File: config.mk
export PLATFORM = sky130hd
export DESIGN_NAME = cell_voltage_average_balancer
export DESIGN_NICKNAME = d
export VERILOG_FILES = /design/src/rtl/cvab_pkg.sv /design/src/rtl/cell_voltage_average_balancer.sv /design/src/rtl/cvab_div.sv
export SDC_FILE = /design/constraint.sdc
export NUM_CORES = 2
export LEC_CHECK = 0
export BUFFER_PORTS_ARGS = -buffer_cell sky130_fd_sc_hd__buf_2
export CORE_MARGIN = 1.5
export CORE_UTILIZATION = 45
export DETAILED_ROUTE_END_ITERATION = 8
export PLACE_DENSITY = 0.64
export SYNTH_ARGS = -nofsm -noshare
export SYNTH_HDL_FRONTEND = slang
export SYNTH_SLANG_ARGS = --single-unit
File: constraint.sdc
create_clock -name clk -period 15.03 [get_ports clk]
set_clock_uncertainty 0.05 [all_clocks]
set_input_delay 1.503 -clock clk [delete_from_list [all_inputs] [get_ports clk]]
set_output_delay 1.503 -clock clk [all_outputs]
set_load 0.05 [all_outputs]
File: src/rtl/cvab_pkg.sv
`default_nettype none

package cvab_pkg;

  localparam int MASK_SLOTS = 16;
  localparam int MASK_IDX_W = 4;
  localparam int CFG_IDX_W  = 4;

  localparam logic [CFG_IDX_W-1:0] CFG_THRESHOLD = CFG_IDX_W'(0);
  localparam logic [CFG_IDX_W-1:0] CFG_ACTIVE    = CFG_IDX_W'(1);

  localparam logic [15:0] THRESHOLD_RESET = 16'd145;
  localparam logic [15:0] ACTIVE_RESET    = 16'hF00F;

  typedef struct packed {
    logic [3:0]  cell_index;
    logic [15:0] cell_voltage;
    logic        end_of_scan;
  } in_t;

  typedef struct packed {
    logic [3:0]  out_cell;
    logic [15:0] cell_average;
    logic        scan_done;
    logic [3:0]  lowest_cell;
    logic [15:0] lowest_average;
    logic [15:0] discharge_mask;
  } out_t;

  typedef enum logic [2:0] {
    S_CLEAR,
    S_IDLE,
    S_SUM,
    S_DIVGO,
    S_DIV,
    S_MIN,
    S_MASK,
    S_OUT
  } cvab_state_t;

endpackage

`default_nettype wire

File: src/rtl/cell_voltage_average_balancer.sv
`default_nettype none

// Windowed cell voltage averager with passive balancing decision.
// in channel: one reading beat per item (cell_index, cell_voltage, end_of_scan),
//   taken when in_valid is high and in_stall low. in_stall is high while an
//   item is in work and during the history clear after reset.
// out channel: exactly one result beat per item, held in an output register
//   until out_stall is low; the next item is taken while a result waits.
// cfg channel: cfg_ready is always high; index 0 balance threshold,
//   index 1 active cell mask, other indexes ignored. Write only when idle.
// Steps per item: accept, read the history memory (one port read per cycle),
//   divide by reciprocal multiply, then load the result. End of scan adds
//   one pass for the minimum and one for the discharge mask, each over the
//   min(NUM_CELLS,16) stored averages, one per cycle. A slot outside NUM_CELLS
//   skips the history read and the divide but still makes both passes on end
//   of scan. A stalled result holds the next item in its load cycle until
//   out_stall drops.
// Reset: registers return to defaults, averages and mask clear, and a clearing
//   pass writes zero to all min(NUM_CELLS,16) << max(1,clog2(WINDOW_LEN))
//   history entries (128 by default) before the first item is taken.
module cell_voltage_average_balancer
  import cvab_pkg::*;
#(
  parameter int NUM_CELLS  = 16,
  parameter int WINDOW_LEN = 8
) (
  input  wire logic                 clk,
  input  wire logic                 rst,
  input  wire logic                 in_valid,
  output logic                      in_stall,
  input  wire in_t                  in_data,
  output logic                      out_valid,
  input  wire logic                 out_stall,
  output out_t                      out_data,
  input  wire logic                 cfg_valid,
  output logic                      cfg_ready,
  input  wire logic [CFG_IDX_W-1:0] cfg_index,
  input  wire logic [15:0]          cfg_data
);

  localparam int USED_CELLS = (NUM_CELLS < MASK_SLOTS) ? NUM_CELLS : MASK_SLOTS;
  localparam int CELL_W     = $clog2(USED_CELLS);
  localparam int PW         = (WINDOW_LEN > 1) ? $clog2(WINDOW_LEN) : 1;
  localparam int JW         = $clog2(WINDOW_LEN + 1);
  localparam int ADDR_W     = CELL_W + PW;
  localparam int DEPTH      = USED_CELLS << PW;
  localparam int SUM_W      = 16 + $clog2(WINDOW_LEN);

  cvab_state_t state, state_next;

  logic [15:0] threshold;
  logic [15:0] active;

  logic [15:0] hist [DEPTH];
  logic [15:0] rd_data;
  logic        rd_vld;

  logic [PW-1:0]     pos  [USED_CELLS];
  logic [15:0]       avgs [USED_CELLS];
  logic [ADDR_W-1:0] clr_addr;

  logic [3:0]       cur_index;
  logic             cur_ok;
  logic             cur_eos;
  logic [JW-1:0]    j;
  logic [SUM_W-1:0] acc;
  logic [15:0]      cur_avg;

  logic [CELL_W-1:0] sidx;
  logic              found;
  logic [3:0]        lo_cell;
  logic [15:0]       lo_avg;
  logic [15:0]       mask_acc;
  logic [15:0]       balance_bits;

  logic              accept;
  logic              in_ok;
  logic [CELL_W-1:0] in_cell;
  logic [CELL_W-1:0] cur_cell;
  logic              clr_last;
  logic              sum_last;
  logic              scan_last;
  logic              slot_on;
  logic [15:0]       s_avg;
  logic              mask_hit;
  logic [15:0]       mask_bit;
  logic              out_load;

  logic              mem_we;
  logic [ADDR_W-1:0] mem_waddr;
  logic [15:0]       mem_wdata;
  logic [ADDR_W-1:0] rd_addr;

  logic             div_start;
  logic             div_done;
  logic [SUM_W-1:0] div_q;

  cvab_div #(
    .NUM_W  (SUM_W),
    .DIVISOR(WINDOW_LEN)
  ) u_div (
    .clk     (clk),
    .rst     (rst),
    .start   (div_start),
    .dividend(acc),
    .done    (div_done),
    .quotient(div_q)
  );

  assign cfg_ready = 1'b1;
  assign in_cell   = in_data.cell_index[CELL_W-1:0];
  assign in_ok     = (32'(in_data.cell_index) < USED_CELLS);
  assign cur_cell  = cur_index[CELL_W-1:0];
  assign clr_last  = (clr_addr == ADDR_W'(DEPTH - 1));
  assign sum_last  = (j == JW'(WINDOW_LEN));
  assign scan_last = (sidx == CELL_W'(USED_CELLS - 1));
  assign slot_on   = active[MASK_IDX_W'(sidx)];
  assign s_avg     = avgs[sidx];
  assign rd_addr   = {cur_cell, j[PW-1:0]};
  assign mask_hit  = slot_on && found && ((s_avg - lo_avg) > threshold);
  assign mask_bit  = mask_hit ? (16'd1 << MASK_IDX_W'(sidx)) : 16'd0;

  // next state
  always_comb begin
    state_next = state;
    unique case (state)
      S_CLEAR: if (clr_last) state_next = S_IDLE;
      S_IDLE: begin
        if (in_valid) begin
          priority if (in_ok)               state_next = S_SUM;
          else if (in_data.end_of_scan)     state_next = S_MIN;
          else                              state_next = S_OUT;
        end
      end
      S_SUM:   if (sum_last) state_next = S_DIVGO;
      S_DIVGO: state_next = S_DIV;
      S_DIV:   if (div_done) state_next = cur_eos ? S_MIN : S_OUT;
      S_MIN:   if (scan_last) state_next = S_MASK;
      S_MASK:  if (scan_last) state_next = S_OUT;
      S_OUT:   if (!out_valid || !out_stall) state_next = S_IDLE;
      default: state_next = S_IDLE;
    endcase
  end

  // control outputs
  always_comb begin
    in_stall  = 1'b1;
    accept    = 1'b0;
    div_start = 1'b0;
    out_load  = 1'b0;
    mem_we    = 1'b0;
    mem_waddr = clr_addr;
    mem_wdata = '0;
    unique case (state)
      S_CLEAR: mem_we = 1'b1;
      S_IDLE: begin
        in_stall  = 1'b0;
        accept    = in_valid;
        mem_we    = in_valid && in_ok;
        mem_waddr = {in_cell, pos[in_cell]};
        mem_wdata = in_data.cell_voltage;
      end
      S_DIVGO: div_start = 1'b1;
      S_OUT:   out_load = !out_valid || !out_stall;
      default: ;
    endcase
  end

  always_ff @(posedge clk) begin
    if (rst) begin
      state <= S_CLEAR;
    end else begin
      state <= state_next;
    end
  end

  always_ff @(posedge clk) begin
    if (mem_we) begin
      hist[mem_waddr] <= mem_wdata;
    end
    rd_data <= hist[rd_addr];
  end

  always_ff @(posedge clk) begin
    if (rst) begin
      threshold <= THRESHOLD_RESET;
      active    <= ACTIVE_RESET;
    end else if (cfg_valid && cfg_ready) begin
      if (cfg_index == CFG_THRESHOLD) threshold <= cfg_data;
      if (cfg_index == CFG_ACTIVE)    active    <= cfg_data;
    end
  end

  always_ff @(posedge clk) begin
    if (rst) begin
      clr_addr     <= '0;
      j            <= '0;
      rd_vld       <= 1'b0;
      sidx         <= '0;
      found        <= 1'b0;
      balance_bits <= '0;
      for (int c = 0; c < USED_CELLS; c++) begin
        pos[c]  <= '0;
        avgs[c] <= '0;
      end
    end else begin
      rd_vld <= (state == S_SUM) && !sum_last;
      unique case (state)
        S_CLEAR: clr_addr <= clr_addr + ADDR_W'(1);
        S_IDLE: begin
          j     <= '0;
          sidx  <= '0;
          found <= 1'b0;
          if (accept && in_ok) begin
            pos[in_cell] <= (pos[in_cell] == PW'(WINDOW_LEN - 1)) ?
                            '0 : pos[in_cell] + PW'(1);
          end
        end
        S_SUM: begin
          if (!sum_last) j <= j + JW'(1);
        end
        S_DIV: begin
          if (div_done) avgs[cur_cell] <= div_q[15:0];
        end
        S_MIN: begin
          if (slot_on && (!found || s_avg <= lo_avg)) found <= 1'b1;
          sidx <= scan_last ? '0 : sidx + CELL_W'(1);
        end
        S_MASK: begin
          sidx <= sidx + CELL_W'(1);
          // last slot's bit joins the accumulated mask on the way in
          if (scan_last) balance_bits <= mask_acc | mask_bit;
        end
        default: ;
      endcase
    end
  end

  // item payload and search results
  always_ff @(posedge clk) begin
    if (accept) begin
      cur_index <= in_data.cell_index;
      cur_ok    <= in_ok;
      cur_eos   <= in_data.end_of_scan;
      acc       <= '0;
      cur_avg   <= '0;
      lo_cell   <= '0;
      lo_avg    <= '0;
      mask_acc  <= '0;
    end else begin
      if (rd_vld) acc <= acc + SUM_W'(rd_data);
      if (state == S_DIV && div_done && cur_ok) cur_avg <= div_q[15:0];
      if (state == S_MIN && slot_on && (!found || s_avg <= lo_avg)) begin
        lo_cell <= MASK_IDX_W'(sidx);
        lo_avg  <= s_avg;
      end
      if (state == S_MASK) mask_acc <= mask_acc | mask_bit;
    end
  end

  always_ff @(posedge clk) begin
    if (rst) begin
      out_valid <= 1'b0;
    end else if (out_load) begin
      out_valid <= 1'b1;
    end else if (!out_stall) begin
      out_valid <= 1'b0;
    end
  end

  always_ff @(posedge clk) begin
    if (out_load) begin
      out_data.out_cell       <= cur_index;
      out_data.cell_average   <= cur_avg;
      out_data.scan_done      <= cur_eos;
      out_data.lowest_cell    <= cur_eos ? lo_cell : 4'd0;
      out_data.lowest_average <= cur_eos ? lo_avg : 16'd0;
      out_data.discharge_mask <= balance_bits;
    end
  end

endmodule

`default_nettype wire

File: src/rtl/cvab_div.sv
`default_nettype none

// floor division by a fixed divisor as a reciprocal multiply; the product is
// registered, so done is high in the cycle after start
module cvab_div #(
  parameter int NUM_W   = 19,
  parameter int DIVISOR = 8
) (
  input  wire logic             clk,
  input  wire logic             rst,
  input  wire logic             start,
  input  wire logic [NUM_W-1:0] dividend,
  output logic                  done,
  output logic [NUM_W-1:0]      quotient
);

  // exact for any dividend below 2**NUM_W: the rounding error of the
  // reciprocal stays under 1/DIVISOR
  localparam int     SHIFT   = NUM_W + $clog2(DIVISOR);
  localparam int     RECIP_W = NUM_W + 1;
  localparam int     PROD_W  = NUM_W + RECIP_W;
  localparam longint RECIP   =
    ((longint'(1) << SHIFT) + longint'(DIVISOR) - longint'(1)) / longint'(DIVISOR);
  localparam logic [RECIP_W-1:0] RECIP_C = RECIP_W'(RECIP);

  logic [PROD_W-1:0] prod;

  assign quotient = NUM_W'(prod >> SHIFT);

  always_ff @(posedge clk) begin
    if (rst) begin
      done <= 1'b0;
    end else begin
      done <= start;
    end
  end

  always_ff @(posedge clk) begin
    if (start) begin
      prod <= PROD_W'(dividend) * PROD_W'(RECIP_C);
    end
  end

endmodule

`default_nettype wire

==> impl_metrics.toml <==
[outcome]
outcome = "complete, but fails checks"
failed_checks = "capacitance limit"

[finish]
num-fill-cells = 17889
layout-drive-gt1-share_pct = 25.2
nets = 5720
finalInstanceArea_mm2 = 0.116
area.growth.synth_to_final_pct = 12.7

[setup_path]
crit_arrival_ns = 7.42
critical_path_class = "register to register"
path_delay_family = "compound AO/OA/AOI/OAI gates"
critical-path-max-stage-delay_ns = 0.72
cp-end-kind = "register"
startpoint_type = "register"
cp_slowest_cell = "sky130_fd_sc_hd__buf_4"
critical_path.most_common_cell = "sky130_fd_sc_hd__o211ai_1"
cp.buffers_inverters = 1
critical_path_required_ns = 15.82
crit_chain = "buf_4 > mux4_2 > mux4_2 > fa_1 > a21o_1 > a21oi_1 > o21ai_0 > a21oi_1 > o211ai_1 > o211ai_1 > xnor2_1 > ha_1 > nand4_1 > or3_1 > o21bai_1 > o211ai_1 > nor4b_2 > a32o_1"
critical_path_peak_fanout = 40

[flow_run]
maxCapViolCount = 1

[synth]
synth.top_cells.by_count = "sky130_fd_sc_hd__edfxtp_1, sky130_fd_sc_hd__mux4_2, sky130_fd_sc_hd__nor2_1, sky130_fd_sc_hd__nand2_1, sky130_fd_sc_hd__and2_1"
synthesis.instances = 5311
synth.lib_cells_used.distinct = 76
synth.cell_area_mm2 = 0.103
synth.top_cells.by_area = "sky130_fd_sc_hd__edfxtp_1, sky130_fd_sc_hd__mux4_2, sky130_fd_sc_hd__dfxtp_1"
synth_warnings = 0
yosys_reg_bits = 2591
async_reset_ff_share_pct = 0
netlist.area_leader.share_pct = 70.8
yosysSeqAreaShare_pct = 73.9
yosys.area.top_type = "sky130_fd_sc_hd__edfxtp_1"
synth_net_count = 5419
synthesis.area_per_instance_um2 = 19.4
yosys.cell_count.top_type = "sky130_fd_sc_hd__edfxtp_1"
dominantRegCellSynth = "sky130_fd_sc_hd__edfxtp_1"
number_of_enable_type_register_cells_in_the_synthesized_netlist = 2430

[sta]
report.final.setup_viol = 0
final-max-slew-violation-count = 0
setup-tns-final_ns = 0
rsz0062_at_grt = "no"
post-route-min-period_ns = 6.63
timing.final.hold_violations = 0
slew_headroom_pct = 0.880
max_freq_ghz = 0.151
min_period_over_period_pct = 44.1
tightest_slew_ns = 1.47
final_worst_setup_slack_ns = 8.40

[clock_network]
cts_max_level = 5
postCtsSetupRepairBufs = 0
tritoncts = "done"
post_cts_resize_count = 0
cts_sinks = 2591
clk_pin_slew_worst_paths_ns = 0.06
clock_latency_ns = 0.91
hold_buffers = 0
ctsRootBufferMaster = "sky130_fd_sc_hd__clkbuf_16"
cts_buffers = 278
ctsLongestPathBuffers = 4

[min_path]
timing.hold.worst.class = "register to register"

[pwr]
leakagePower_nw = 42.0
ir_drop_mv = 0.0984
cellPowerDensity_mw_per_mm2 = 125

[die]
die_width_um = 482
io_pins = 106
placement_rows = 175
fp.dieArea_mm2 = 0.232
initial_utilization_pct = 45.3
vertical_extent_of_the_die_um = 482
placeableCoreArea_mm2 = 0.227

[detailed_routing]
wirelength_um = 261000
route.vias.total = 52997
first_iteration_detailed_routing_drc_count = 6394
avgRoutedWirePerCell_um = 29.7
drt.antenna.violating_nets = 0
routed_via_density = 6.01
drtPass1Iterations = 5
drt_drc_violations_left = 0

[global_route]
grt_util_all_layers_pct = 22.5
grt_pass1_wl_um = 377000
grtUsageMet3_pct = 5.02
global_route.usage.met1_pct = 32.5
vias_in_the_first_global_route = 52175
top_usage_layer = "met2"
antenna_found_initial = 11
grt_use_met2_pct = 34.4
globalRouteOverflowTotal = 0
grt_max_degree = 100

[place]
place_ws_ns = 8.29
detailedPlacementHpwl_um = 160000
port-buffer-count = 104
placement.cell_area_mm2 = 0.108
globalplace.congestion = 0.860
## worst reg2reg max path, delay by kind of cell, from the launching register on
kind	cells	cell delay [ns]
flip-flops	1	0.67
multiplexers	2	1.13
AO/OA/AOI/OAI	9	1.99
XOR/XNOR	1	0.09
adder cells (fa/ha/maj)	2	0.76
AND/OR/NAND/NOR	3	1.16
buffers and inverters	1	0.73
## cell type report
class / instances / area (um2) / share of cell area [%]
Timing Repair Buffer: 336 / 2310 / 1.99
Multi-Input combinational cell: 2347 / 25200 / 21.7
Clock inverter: 116 / 1040 / 0.892
Inverter: 58 / 220 / 0.190
Antenna cell: 3 / 7.51 / 0.00646
Sequential cell: 2591 / 76200 / 65.6
Clock buffer: 354 / 7440 / 6.41
Tap cell: 3009 / 3760 / 3.24
## path summary, 6_finish.rpt
check                     startpoint                        to  slack [ns]  cells after the start
max                         register  mask_acc[3]$_SDFFE_PP0P_        8.40                     18
min          cur_avg[2]$_SDFFE_PP0P_    out_data[39]$_DFFE_PP_        0.37                      0
max reg2reg                 register  mask_acc[3]$_SDFFE_PP0P_        8.40                     18
min reg2reg  cur_avg[2]$_SDFFE_PP0P_    out_data[39]$_DFFE_PP_        0.37                      0
## per-layer routing
| layer | vias to the layer above | wire (um) | share of wire [%] |
|---|---|---|---|
| met4 | 4 | 7630 | 2.9 |
| li1 | 22015 | - | - |
| met5 | - | 27 | 0.010 |
| met1 | 28026 | 107000 | 41 |
| met2 | 2545 | 121000 | 46 |
| met3 | 407 | 25400 | 9.7 |
## cell usage in the layout (no fill, tap or decap), types with 26 or more instances in the layout
master                      instances
sky130_fd_sc_hd__a221oi_1          26
sky130_fd_sc_hd__buf_4            229
sky130_fd_sc_hd__mux2i_1           45
sky130_fd_sc_hd__clkinv_2          41
sky130_fd_sc_hd__a211oi_1          42
sky130_fd_sc_hd__or2_2             26
sky130_fd_sc_hd__nand3_1           39
sky130_fd_sc_hd__nor3_1            53
sky130_fd_sc_hd__inv_1             53
sky130_fd_sc_hd__clkbuf_16        286
sky130_fd_sc_hd__dfxtp_1          156
sky130_fd_sc_hd__a21oi_1          152
sky130_fd_sc_hd__clkinv_1          47
sky130_fd_sc_hd__o21ai_0           60
sky130_fd_sc_hd__mux4_2           673
sky130_fd_sc_hd__ha_1              60
sky130_fd_sc_hd__nor2_1           276
sky130_fd_sc_hd__and2_1           271
sky130_fd_sc_hd__nand2_1          272
sky130_fd_sc_hd__edfxtp_1        2430
sky130_fd_sc_hd__buf_2            103
sky130_fd_sc_hd__clkbuf_1          65
## registers in the layout (all words and copies together) (netlist names), 19 cells and up, named ones only
register,count
pos,48
avgs,256
acc,19
hist,2048
out_data,57
## stage by stage
stage	util, %	power [mW]	cells	hold WS [ns]
floorplan	-	8.12	5311	0.358
global route	51.1	14.9	8812	0.382
CTS	51.1	14.6	8811	0.372
global placement	47.3	8.19	8341	0.367
detailed placement	47.3	8.20	8341	0.364
finish	51.1	14.6	8814	0.368
## report_power, final
part	switching, mW	leakage [nW]	internal [mW]
Sequential	0.0188	28.5	7.84
Combinational	0.122	9.37	0.0632
Clock	2.70	4.16	3.81
Total	2.84	42.0	11.7
## cells by family (layout without fill, tap and decap cells)
| group | Yosys count | count (layout) | synth area share, % |
|---|---|---|---|
| buffers and inverters | 373 | 864 | 1.78 |
| adder cells (fa/ha/maj) | 62 | 62 | 0.767 |
| XOR/XNOR | 28 | 28 | 0.238 |
| AND/OR/NAND/NOR | 1083 | 1083 | 5.17 |
| other | 1 | 4 | 0.00364 |
| flip-flops | 2591 | 2591 | 73.9 |
| multiplexers | 733 | 733 | 15.3 |
| AO/OA/AOI/OAI | 440 | 440 | 2.79 |
(Power assumes the default switching activity.)
